===== src/rtl/hcbd_pkg.sv =====
// ----------------------------------------------------------------------------
// HTTP chunked body decoder package
// Shared types, character codes and the hex digit decoder.
// ----------------------------------------------------------------------------
package hcbd_pkg;

  // Default widths of the chunk size and the running byte count.
  localparam int unsigned SizeBitsDef  = 32;
  localparam int unsigned CountBitsDef = 48;

  // Width of the byte total carried on the result stream.
  localparam int unsigned TotalW = 48;

  // Bits that one hex digit adds to the size accumulator.
  localparam int unsigned HexDigitBits = 4;

  localparam logic [7:0] CharCr = 8'h0D;
  localparam logic [7:0] CharLf = 8'h0A;

  // Input and result stream widths.
  localparam int unsigned InDataW  = 8;
  localparam int unsigned OutDataW = 56;
  localparam int unsigned OutUserW = 2;

  typedef enum logic [2:0] {
    PH_SIZE    = 3'd0,
    PH_PAYLOAD = 3'd1,
    PH_SKIP    = 3'd2,
    PH_TRAILER = 3'd3,
    PH_DONE    = 3'd4
  } phase_e;

  typedef enum logic [1:0] {
    KIND_BYTE     = 2'd0,
    KIND_DONE     = 2'd1,
    KIND_CLOSED   = 2'd2,
    KIND_OVERFLOW = 2'd3
  } kind_e;

  typedef struct packed {
    logic [7:0] data_byte;
    logic       closed;
  } item_t;

  typedef struct packed {
    kind_e             kind;
    logic [7:0]        payload;
    logic [TotalW-1:0] total_written;
  } result_t;

  typedef struct packed {
    logic       ok;
    logic [3:0] val;
  } hex_t;

  // Decodes one ASCII hex digit; ok is low for any other character.
  function automatic hex_t hex_decode(input logic [7:0] c);
    hex_t h;
    h.ok  = 1'b1;
    h.val = 4'd0;
    if (c >= 8'h30 && c <= 8'h39) begin
      h.val = 4'(c - 8'h30);
    end else if (c >= 8'h61 && c <= 8'h66) begin
      h.val = 4'(c - 8'h57);
    end else if (c >= 8'h41 && c <= 8'h46) begin
      h.val = 4'(c - 8'h37);
    end else begin
      h.ok = 1'b0;
    end
    return h;
  endfunction

endpackage


===== src/rtl/http_chunked_body_decoder_top.sv =====
// ----------------------------------------------------------------------------
// HTTP chunked body decoder
// Decodes a chunked transfer encoded body into payload bytes and end events.
// ----------------------------------------------------------------------------
// The decoder takes one body byte, or one end-of-connection event, per item and
// sustains one item every clock cycle while the consumer does not stall it. Each
// item passes an input register, then the parser, which updates its state and
// writes at most one result into the result register. The
// parser reads the size line as hex digits, drops carriage returns and ignores
// chunk extensions, forwards the announced number of payload bytes with a
// running total, and skips the line after each chunk. An empty size line, or a
// zero size followed by one trailer line, reports the body as complete; a close
// during a chunk reports an error, and a size that would not fit in SIZE_BITS
// reports an overflow instead of wrapping. After any such end result every
// later item is accepted and dropped until reset. Input ready follows output
// ready combinationally through the two registers, so a stalled consumer stops
// intake only once both registers are full.
module http_chunked_body_decoder_top
  import hcbd_pkg::*;
#(
  parameter int unsigned SIZE_BITS  = SizeBitsDef,
  parameter int unsigned COUNT_BITS = CountBitsDef
) (
  input  logic                clk_i,
  input  logic                rst_ni,
  input  logic                s_axis_tvalid_i,
  output logic                s_axis_tready_o,
  input  logic [InDataW-1:0]  s_axis_tdata_i,  // [7:0] data_byte
  input  logic                s_axis_tuser_i,  // [0] closed
  output logic                m_axis_tvalid_o,
  input  logic                m_axis_tready_i,
  output logic [OutDataW-1:0] m_axis_tdata_o,  // [7:0] payload, [55:8] total_written
  output logic [OutUserW-1:0] m_axis_tuser_o   // [1:0] kind
);

  item_t   in_item;
  item_t   held_item;
  logic    step;
  logic    out_free;
  logic    res_valid;
  result_t res;
  result_t out_res;

  assign in_item.data_byte = s_axis_tdata_i;
  assign in_item.closed    = s_axis_tuser_i;

  hcbd_in_stage u_in_stage (
    .clk_i      (clk_i),
    .rst_ni     (rst_ni),
    .in_valid_i (s_axis_tvalid_i),
    .in_ready_o (s_axis_tready_o),
    .in_item_i  (in_item),
    .out_free_i (out_free),
    .step_o     (step),
    .item_o     (held_item)
  );

  hcbd_parser #(
    .SIZE_BITS  (SIZE_BITS),
    .COUNT_BITS (COUNT_BITS)
  ) u_parser (
    .clk_i       (clk_i),
    .rst_ni      (rst_ni),
    .step_i      (step),
    .item_i      (held_item),
    .res_valid_o (res_valid),
    .res_o       (res)
  );

  hcbd_out_stage u_out_stage (
    .clk_i       (clk_i),
    .rst_ni      (rst_ni),
    .res_valid_i (res_valid),
    .res_i       (res),
    .out_free_o  (out_free),
    .out_valid_o (m_axis_tvalid_o),
    .out_ready_i (m_axis_tready_i),
    .out_o       (out_res)
  );

  assign m_axis_tdata_o = {out_res.total_written, out_res.payload};
  assign m_axis_tuser_o = out_res.kind;

endmodule


===== src/rtl/hcbd_in_stage.sv =====
// ----------------------------------------------------------------------------
// HTTP chunked body decoder input stage
// Registers one input item and hands it to the parser when it can advance.
// ----------------------------------------------------------------------------
module hcbd_in_stage
  import hcbd_pkg::*;
(
  input  logic  clk_i,
  input  logic  rst_ni,
  input  logic  in_valid_i,
  output logic  in_ready_o,
  input  item_t in_item_i,
  input  logic  out_free_i,
  output logic  step_o,
  output item_t item_o
);

  logic  valid_q, valid_d;
  item_t item_q;
  logic  load;

  // The held item moves on whenever the result register can take a result.
  assign step_o     = valid_q && out_free_i;
  assign in_ready_o = !valid_q || step_o;
  assign load       = in_valid_i && in_ready_o;
  assign item_o     = item_q;

  always_comb begin
    valid_d = valid_q;
    if (load) begin
      valid_d = 1'b1;
    end else if (step_o) begin
      valid_d = 1'b0;
    end
  end

  always_ff @(posedge clk_i or negedge rst_ni) begin
    if (!rst_ni) begin
      valid_q <= 1'b0;
    end else begin
      valid_q <= valid_d;
    end
  end

  always_ff @(posedge clk_i) begin
    if (load) begin
      item_q <= in_item_i;
    end
  end

endmodule


===== src/rtl/hcbd_parser.sv =====
// ----------------------------------------------------------------------------
// HTTP chunked body decoder parser
// Holds the decoding state and turns one item into at most one result.
// ----------------------------------------------------------------------------
module hcbd_parser
  import hcbd_pkg::*;
#(
  parameter int unsigned SIZE_BITS  = SizeBitsDef,
  parameter int unsigned COUNT_BITS = CountBitsDef
) (
  input  logic    clk_i,
  input  logic    rst_ni,
  input  logic    step_i,
  input  item_t   item_i,
  output logic    res_valid_o,
  output result_t res_o
);

  phase_e                phase_q, phase_d;
  logic                  hex_stopped_q, hex_stopped_d;
  logic                  line_nonempty_q, line_nonempty_d;
  logic [SIZE_BITS-1:0]  size_accum_q, size_accum_d;
  logic [SIZE_BITS-1:0]  bytes_left_q, bytes_left_d;
  logic [COUNT_BITS-1:0] byte_total_q, byte_total_d;
  logic [SIZE_BITS-1:0]  bytes_left_dec;
  logic [TotalW-1:0]     total_view;
  hex_t                  hex;
  kind_e                 kind;
  logic [7:0]            payload;
  logic                  res_valid;

  assign hex            = hex_decode(item_i.data_byte);
  assign bytes_left_dec = bytes_left_q - 1'b1;

  always_comb begin
    phase_d         = phase_q;
    hex_stopped_d   = hex_stopped_q;
    line_nonempty_d = line_nonempty_q;
    size_accum_d    = size_accum_q;
    bytes_left_d    = bytes_left_q;
    byte_total_d    = byte_total_q;
    res_valid       = 1'b0;
    kind            = KIND_BYTE;
    payload         = 8'd0;
    if (step_i) begin
      unique case (phase_q)
        PH_SIZE: begin
          if (item_i.closed) begin
            res_valid = 1'b1;
            phase_d   = PH_DONE;
            kind      = (line_nonempty_q && size_accum_q != '0) ? KIND_CLOSED : KIND_DONE;
          end else if (item_i.data_byte == CharCr) begin
            phase_d = PH_SIZE;
          end else if (item_i.data_byte == CharLf) begin
            if (!line_nonempty_q) begin
              res_valid = 1'b1;
              phase_d   = PH_DONE;
              kind      = KIND_DONE;
            end else if (size_accum_q == '0) begin
              phase_d = PH_TRAILER;
            end else begin
              bytes_left_d = size_accum_q;
              phase_d      = PH_PAYLOAD;
            end
          end else begin
            line_nonempty_d = 1'b1;
            if (!hex_stopped_q) begin
              if (!hex.ok) begin
                hex_stopped_d = 1'b1;
              end else if (size_accum_q[SIZE_BITS-1 -: HexDigitBits] != '0) begin
                res_valid = 1'b1;
                phase_d   = PH_DONE;
                kind      = KIND_OVERFLOW;
              end else begin
                size_accum_d = {size_accum_q[SIZE_BITS-HexDigitBits-1:0], hex.val};
              end
            end
          end
        end
        PH_PAYLOAD: begin
          res_valid = 1'b1;
          if (item_i.closed) begin
            phase_d = PH_DONE;
            kind    = KIND_CLOSED;
          end else begin
            kind         = KIND_BYTE;
            payload      = item_i.data_byte;
            byte_total_d = COUNT_BITS'(byte_total_q + 1'b1);
            bytes_left_d = bytes_left_dec;
            if (bytes_left_dec == '0) begin
              phase_d = PH_SKIP;
            end
          end
        end
        PH_SKIP: begin
          if (item_i.closed) begin
            res_valid = 1'b1;
            phase_d   = PH_DONE;
            kind      = KIND_DONE;
          end else if (item_i.data_byte == CharLf) begin
            phase_d         = PH_SIZE;
            hex_stopped_d   = 1'b0;
            line_nonempty_d = 1'b0;
            size_accum_d    = '0;
          end
        end
        PH_TRAILER: begin
          if (item_i.closed || item_i.data_byte == CharLf) begin
            res_valid = 1'b1;
            phase_d   = PH_DONE;
            kind      = KIND_DONE;
          end
        end
        default: begin
          phase_d = phase_q;
        end
      endcase
    end
  end

  // The total shown with a result is the count after this item.
  if (COUNT_BITS >= TotalW) begin : g_total_trunc
    assign total_view = byte_total_d[TotalW-1:0];
  end else begin : g_total_ext
    assign total_view = {{(TotalW - COUNT_BITS){1'b0}}, byte_total_d};
  end

  assign res_valid_o         = res_valid;
  assign res_o.kind          = kind;
  assign res_o.payload       = payload;
  assign res_o.total_written = total_view;

  always_ff @(posedge clk_i or negedge rst_ni) begin
    if (!rst_ni) begin
      phase_q         <= PH_SIZE;
      hex_stopped_q   <= 1'b0;
      line_nonempty_q <= 1'b0;
      size_accum_q    <= '0;
      bytes_left_q    <= '0;
      byte_total_q    <= '0;
    end else begin
      phase_q         <= phase_d;
      hex_stopped_q   <= hex_stopped_d;
      line_nonempty_q <= line_nonempty_d;
      size_accum_q    <= size_accum_d;
      bytes_left_q    <= bytes_left_d;
      byte_total_q    <= byte_total_d;
    end
  end

  a_done_silent : assert property (@(posedge clk_i) disable iff (!rst_ni)
    (phase_q == PH_DONE) |-> !res_valid)
    else $error("result produced after the body ended");

  a_end_to_done : assert property (@(posedge clk_i) disable iff (!rst_ni)
    (res_valid && kind != KIND_BYTE) |=> (phase_q == PH_DONE))
    else $error("terminal result did not end the body");

  a_total_step : assert property (@(posedge clk_i) disable iff (!rst_ni)
    (res_valid && kind == KIND_BYTE) |=>
      (byte_total_q == COUNT_BITS'($past(byte_total_q) + 1'b1)))
    else $error("byte total did not advance with a payload byte");

  a_payload_left : assert property (@(posedge clk_i) disable iff (!rst_ni)
    (phase_q == PH_PAYLOAD) |-> (bytes_left_q != '0))
    else $error("payload phase with no bytes left");

endmodule


===== src/rtl/hcbd_out_stage.sv =====
// ----------------------------------------------------------------------------
// HTTP chunked body decoder output stage
// Result register that holds one result until the consumer takes it.
// ----------------------------------------------------------------------------
module hcbd_out_stage
  import hcbd_pkg::*;
(
  input  logic    clk_i,
  input  logic    rst_ni,
  input  logic    res_valid_i,
  input  result_t res_i,
  output logic    out_free_o,
  output logic    out_valid_o,
  input  logic    out_ready_i,
  output result_t out_o
);

  logic    valid_q, valid_d;
  result_t res_q;

  assign out_free_o  = !valid_q || out_ready_i;
  assign out_valid_o = valid_q;
  assign out_o       = res_q;

  always_comb begin
    valid_d = valid_q;
    if (res_valid_i) begin
      valid_d = 1'b1;
    end else if (out_ready_i) begin
      valid_d = 1'b0;
    end
  end

  always_ff @(posedge clk_i or negedge rst_ni) begin
    if (!rst_ni) begin
      valid_q <= 1'b0;
    end else begin
      valid_q <= valid_d;
    end
  end

  always_ff @(posedge clk_i) begin
    if (res_valid_i) begin
      res_q <= res_i;
    end
  end

endmodule

===== config.mk =====
export PLATFORM = sky130hd
export DESIGN_NAME = http_chunked_body_decoder_top
export DESIGN_NICKNAME = d
export VERILOG_FILES = /design/src/rtl/hcbd_pkg.sv /design/src/rtl/http_chunked_body_decoder_top.sv /design/src/rtl/hcbd_in_stage.sv /design/src/rtl/hcbd_parser.sv /design/src/rtl/hcbd_out_stage.sv
export SDC_FILE = /design/constraint.sdc
export NUM_CORES = 1
export LEC_CHECK = 0
export ABC_AREA = 1
export BUFFER_PORTS_ARGS = -buffer_cell sky130_fd_sc_hd__buf_2
export CORE_ASPECT_RATIO = 1.1
export CORE_MARGIN = 5
export CORE_UTILIZATION = 35
export CTS_CLUSTER_SIZE = 12
export DETAILED_ROUTE_END_ITERATION = 10
export SLEW_MARGIN = 5
export SYNTH_ARGS = -nofsm -noshare
export SYNTH_HDL_FRONTEND = slang
export SYNTH_SLANG_ARGS = --single-unit
export TNS_END_PERCENT = 30

===== constraint.sdc =====
create_clock -name clk_i -period 7.9 [get_ports clk_i]
set_input_delay 1.58 -clock clk_i [delete_from_list [all_inputs] [get_ports clk_i]]
set_output_delay 1.58 -clock clk_i [all_outputs]
set_load 0.01 [all_outputs]

Yosys cells after proc, flatten, opt, wreduce, memory -nomap -nowiden
Index checks and enable logic that the tools add are counted.
- input port bits: 13
- register bits after elaboration: 186
- $add $sub $neg: 5
- order comparisons: 6
- bitwise gates (word level): 2
- multiplexer cells: 78
- equal/unequal tests: 23
- reductions and logical operators: 26
- operator list (operator ; number):
    $mux W32 ; 14
    $mux W48 ; 3
    $pmux W32 S2 ; 2
    $logic_not A32 Y1 ; 2
    $add A48 B1 Y48 const B ; 1
    $mux W3 ; 12
    $reduce_bool A32 Y1 ; 1
    $sub A32 B1 Y32 const B ; 1
    $mux W1 ; 30
    $mux W2 ; 9
    $eq A8 B4 Y1 const B ; 2
    $ge A8 B7 Y1 const B ; 2
    $le A8 B7 Y1 const B ; 2
    $ne A2 B2 Y1 const B ; 8
    $reduce_and A8 Y1 ; 2
    $mux W4 ; 3
    $pmux W3 S4 ; 1
    $ne A2 B1 Y1 const B ; 5
    $ne A5 B2 Y1 const B ; 2
    $reduce_and A10 Y1 ; 1
    $ge A8 B6 Y1 const B ; 1
    $le A8 B6 Y1 const B ; 1
    $pmux W2 S4 ; 1
    $reduce_bool A2 Y1 ; 4
    other kinds (16) ; 30

Longest topological paths before layout
- depth after elaboration: 13
- gate-level depth with buffers: 17

By module
A second synthesis with hierarchy kept.
- cells, all modules: 1065
- area, all modules: 9183.8 um^2
- by module, submodules not included (module ; times used ; area an instance (um^2) ; cells each ; sequential area each (um^2)):
    hcbd_parser ; 1 ; 7074.3 ; 985 ; 2927.8
    hcbd_out_stage ; 1 ; 1786.7 ; 63 ; 1766.7
    hcbd_in_stage ; 1 ; 322.8 ; 17 ; 295.3

Worst setup path before layout
No wires, ideal clock.
- kind: input-to-reg
- from: input port m_axis_tready_i
- to: register u_out_stage.res_q (netlist bit u_out_stage.out_o[0]), enable pin
- data required time: 7.488 ns
- setup slack: 4.311 ns
- stages on the path: 6
- arrival time: 3.176 ns
- buffers on the path: 0
- cells stage by stage: inv_1 nand2_1 nand2_2 inv_1 nand2_1 inv_1
- longest elaborated chain between the ends: 3
- RTL lines (element ; line ; text):
    start, declared ; http_chunked_body_decoder_top.sv:31 ; input logic m_axis_tready_i,
    $logic_or A1 B1 Y1 ; hcbd_out_stage.sv:21 ; assign out_free_o = !valid_q || out_ready_i;
    $logic_and A1 B1 Y1 ; hcbd_in_stage.sv:23 ; assign step_o = valid_q && out_free_i;
    $mux W1 ; hcbd_parser.sv:45 ; if (step_i) begin
    net res_valid ; http_chunked_body_decoder_top.sv:40 ; logic res_valid;
    end signal, assigned ; hcbd_out_stage.sv:44 ; res_q <= res_i;
    end, declared ; hcbd_out_stage.sv:19 ; result_t res_q;
The timed path passes the listed nets, and every way through them passes these cells.
A chain may end at the register's enable or synchronous reset.

Final worst setup path
- from: input port m_axis_tready_i
- to: output port s_axis_tready_o
- longest elaborated chain between the ends: 3
- RTL lines (element ; line ; text):
    $logic_or A1 B1 Y1 ; hcbd_out_stage.sv:21 ;
    $logic_and A1 B1 Y1 ; hcbd_in_stage.sv:23 ;
    $logic_or A1 B1 Y1 ; hcbd_in_stage.sv:24 ; assign in_ready_o = !valid_q || step_o;
    end, declared ; http_chunked_body_decoder_top.sv:27 ; output logic s_axis_tready_o,
No other way between the ends.

==> qor.tcl <==
set qor(antenna_found_initial) 0
set qor(min_delay_path_class) {reg2reg}
set qor(yosys.area_share.adder_pct) 0.948
set qor(worst-slew-pin-transition_ps) 1110
set qor(io_buf_count) 72
set qor(ant_nets) 0
set qor(timing.final.crit_share_pct) 45.3
set qor(final.setup.tns_ps) 0
set qor(combinational_family_with_the_most_area_after_synthesis) {simple AND/OR/NAND/NOR gates}
set qor(clockPowerShare_pct) 45.6
set qor(synthesis.nets) 1097
set qor(seq_area_frac_synth_pct) 54.0
set qor(p_per_area_mw_per_mm2) 179
set qor(drtPass1Iterations) 5
set qor(fill_cells) 2648
set qor(rows) 62
set qor(yosys.area_share.xor_xnor_pct) 4.64
set qor(num_io_pins) 73
set qor(critical-path-top-cell-by-count) {buf_2}
set qor(pwr-share-seq_pct) 52.8
set qor(synth_warnings) 0
set qor(maximum_number_of_pins_on_one_net_before_global_route_repair) 65
set qor(fmaxAchievable_mhz) 280
set qor(finalHoldViolations) 0
set qor(cell_internal_power_mw) 1.45
set qor(compound_gate_fraction_of_synth_area_pct) 8.80
set qor(min_path_cells) 2
set qor(clk_transition_reported_paths_ps) 70
set qor(synth.ff_latch_count) 186
set qor(worstSkewPairLatency_ps) 440
set qor(mostFrequentLayoutCell) {nand2_1}
set qor(quantity_of_gates_resized_following_cts) 0
set qor(crit_required_ps) 6320
set qor(num_antenna_cells) 0
set qor(post_route_cells_drive_above_1_share_pct) 11.5
set qor(slew-limit-headroom_pct) 25.7
set qor(post_synthesis_mux_area_share_pct) 0
set qor(cap_violations) 0
set qor(dpl.hpwl_um) 16500
set qor(route.detailed.drc) 0
set qor(post_dp_cell_area_mm2) 0.00997
set qor(syn_avg_cell_area_um2) 8.58
set qor(worstHoldEndpoint) {u_parser.phase_q[1]}
set qor(grt-ovfl-total) 0
set qor(stdcell_area_mm2) 0.0106
set qor(numPlacedInstances) 1480
set qor(routed_wirelength_um) 22400
set qor(cts_post_setup_buffers_inserted) 0
set qor(min-delay-start) {u_parser.phase_q[1]}
set qor(die-width_um) 165
set qor(tritoncts_num_sinks) 186
set qor(power.share.switching_pct) 23.5
set qor(synth.cell_area_mm2) 0.00924
set qor(crit_path_end_kind) {output pin}
set qor(layout.cells.most_common_list) {nand2_1, nor2_1, inv_1}
set qor(kind_of_cell_adding_the_most_delay_to_the_critical_path) {buffers and inverters}
set qor(design.die.area_mm2) 0.0298
set qor(netlist_instances) 1077
set qor(power.ir.vdd_worst_uv) 147
set qor(drt_iter0_drc) 453
set qor(clock-skew-final_ps) 13.1
set qor(cts_htree_levels) 4
set qor(first_global_vias) 7261
set qor(critical_path_buf_inv_count) 3
set qor(holdBufCountCts) 0
set qor(setup_slack_reg_to_reg_ps) 4470
set qor(tritoncts_clock_tree) {built}
set qor(post_drt_wl_per_cell_um) 14.8
set qor(run_status) {complete, no violations}
set qor(grt_first_pass_wirelength_um) 37500
set qor(critPathArrivalTime_ps) 2000
set qor(drv_slew) 0
set qor(design.core.area_mm2) 0.0261
set qor(grt_util_all_layers_pct) 15.7
set qor(critical_path.cell_chain) {buf_2 > inv_1 > nand3_1 > buf_2}
set qor(synthArstFlopShare_pct) 64.0
set qor(reg2reg_from) {u_parser.phase_q[2]}
set qor(class_of_the_most_critical_setup_path) {in2out}
set qor(flow.area_growth_from_synthesis_pct) 14.5
set qor(part_of_the_power_in_combinational_logic_pct) 1.5
set qor(yosys.area_share.simple_pct) 25.0
set qor(dominantRegCellSynth) {dfrtp_1}
set qor(initial_utilization_pct) 35.5
set qor(dieHeight_um) 180
set qor(gp_congestion) 0.933
set qor(finish.utilization_pct) 40.6
set qor(crit_path_max_incr_delay_ps) 160
set qor(timing.critical_path.slowest_stage_cell) {buf_2}
set qor(cts-buffers-inserted) 17
set qor(yosysUniqueCellTypes) 36
set qor(setup.worst_path.start_class) {input port}
set qor(cts.path.max_buffers) 2
set qor(clock-root-buffer) {clkbuf_16}
set qor(final_nets) 1167
set qor(setup_repair_after_global_routing_missed_its_margin) {no}
set qor(instances_no_fill) 1512
set qor(worst_r2r_endpoint) {u_out_stage.out_o[30]}
set qor(report.final.setup_viol) 0
set qor(detail_route.vias_per_cell) 4.84
set qor(synth_edf_count) 67
set qor(finalWorstPathRequiredPeriod_ps) 3580
set qor(vias) 7320
set qor(worstRegToRegCells) 11
set qor(critical_path_peak_fanout) 3
set qor(power_switching_mw) 0.447
set qor(p_leak_nw) 4.45
cell type report:
class,count,area [um^2],share of cell area (%)
tap,352,440,4.16
clock inverter,14,163,1.54
sequential,186,4990,47.2
inverter,134,503,4.75
multi-input combinational,732,3640,34.4
clock buffer,18,450,4.26
timing repair buffer,76,393,3.71
metrics by stage:
step	hold slack [ps]	power, mW	setup slack, ps
after floorplan	442	1.03	4310
after global placement	462	1.05	4190
after detailed placement	468	1.05	4130
after CTS	486	1.92	4320
after global routing	496	1.97	4140
final	480	1.90	4320
tightest hold or removal path: stages, from the launching register on:
cell     delay (ps)
dfrtp_1         340
nand2_1          50
nand2_1          50
state kept, by name, indices dropped and copies added, names as in the netlist:
| signal | cells |
|---|---|
| u_out_stage.out_o | 58 |
| u_in_stage.valid_q | 1 |
| u_parser.phase_q | 3 |
| u_out_stage.out_valid_o | 1 |
| u_parser.hex_stopped_q | 1 |
| u_parser.byte_total_q | 48 |
| u_parser.bytes_left_q | 32 |
| u_in_stage.item_o | 9 |
| u_parser.size_accum_q | 32 |
| u_parser.line_nonempty_q | 1 |
worst max path at each step:
stage / from / end / slack (ps) / depth (start not counted)
after detailed placement: m_axis_tready_i / u_out_stage.out_o[30] / 4130 / 13
final: m_axis_tready_i / s_axis_tready_o / 4320 / 4
after CTS: m_axis_tready_i / s_axis_tready_o / 4320 / 4
after floorplan: m_axis_tready_i / u_out_stage.out_o[0] / 4310 / 6
after global placement: m_axis_tready_i / u_out_stage.out_o[30] / 4190 / 13
after global routing: u_parser.phase_q[2] / u_out_stage.out_o[30] / 4140 / 11
synthesized netlist by cell type (4+ instances only):
master    number  share of area, %
nand2_1      256                10
nor2_1       149               6.1
inv_1        133               5.4
dfrtp_1      119                32
o21ai_0       78               4.2
edfxtp_1      67                22
nand3_1       49               2.7
xor2_1        32               3.0
nor3_1        27               1.5
o31ai_1       21               1.7
nand4_1       19               1.3
xnor2_1       17               1.6
a21oi_1       16              0.87
clkbuf_1      15              0.61
o211ai_1      10              0.81
o22ai_1       10              0.68
buf_2          9              0.49
nor4_1         8              0.54
ha_1           7              0.95
nor2_2         6              0.41
nand2_2        4              0.27
nor2_4         4              0.49
o21ai_1        4              0.22
power groups by stage:
| stage | Clock [mW] | Sequential (mW) | Combinational, mW |
|---|---|---|---|
| 2_1_floorplan | 0 | 1.02 | 0.0115 |
| 3_3_place_gp | 0 | 1.02 | 0.0301 |
| 3_5_place_dp | 0 | 1.02 | 0.0309 |
| 4_1_cts | 0.888 | 1.00 | 0.0309 |
| 5_1_grt | 0.930 | 1.00 | 0.0356 |
| 6_report | 0.866 | 1.00 | 0.0294 |
metal layers:
metal | wire (um) | global-route usage [%] | vias to the layer above
met5 | 0 | 0 | -
met4 | 457 | 4.99 | 0
met3 | 690 | 2.24 | 30
met2 | 10900 | 25.7 | 149
met1 | 10400 | 21.4 | 3478
li1 | - | - | 3663
cell families after synthesis:
group	count (synthesis)
flops	186
buf+inv	159
xor+xnor	49
compound gates	143
fa+ha+maj	7
simple gates	533
(Power assumes the default switching activity.)
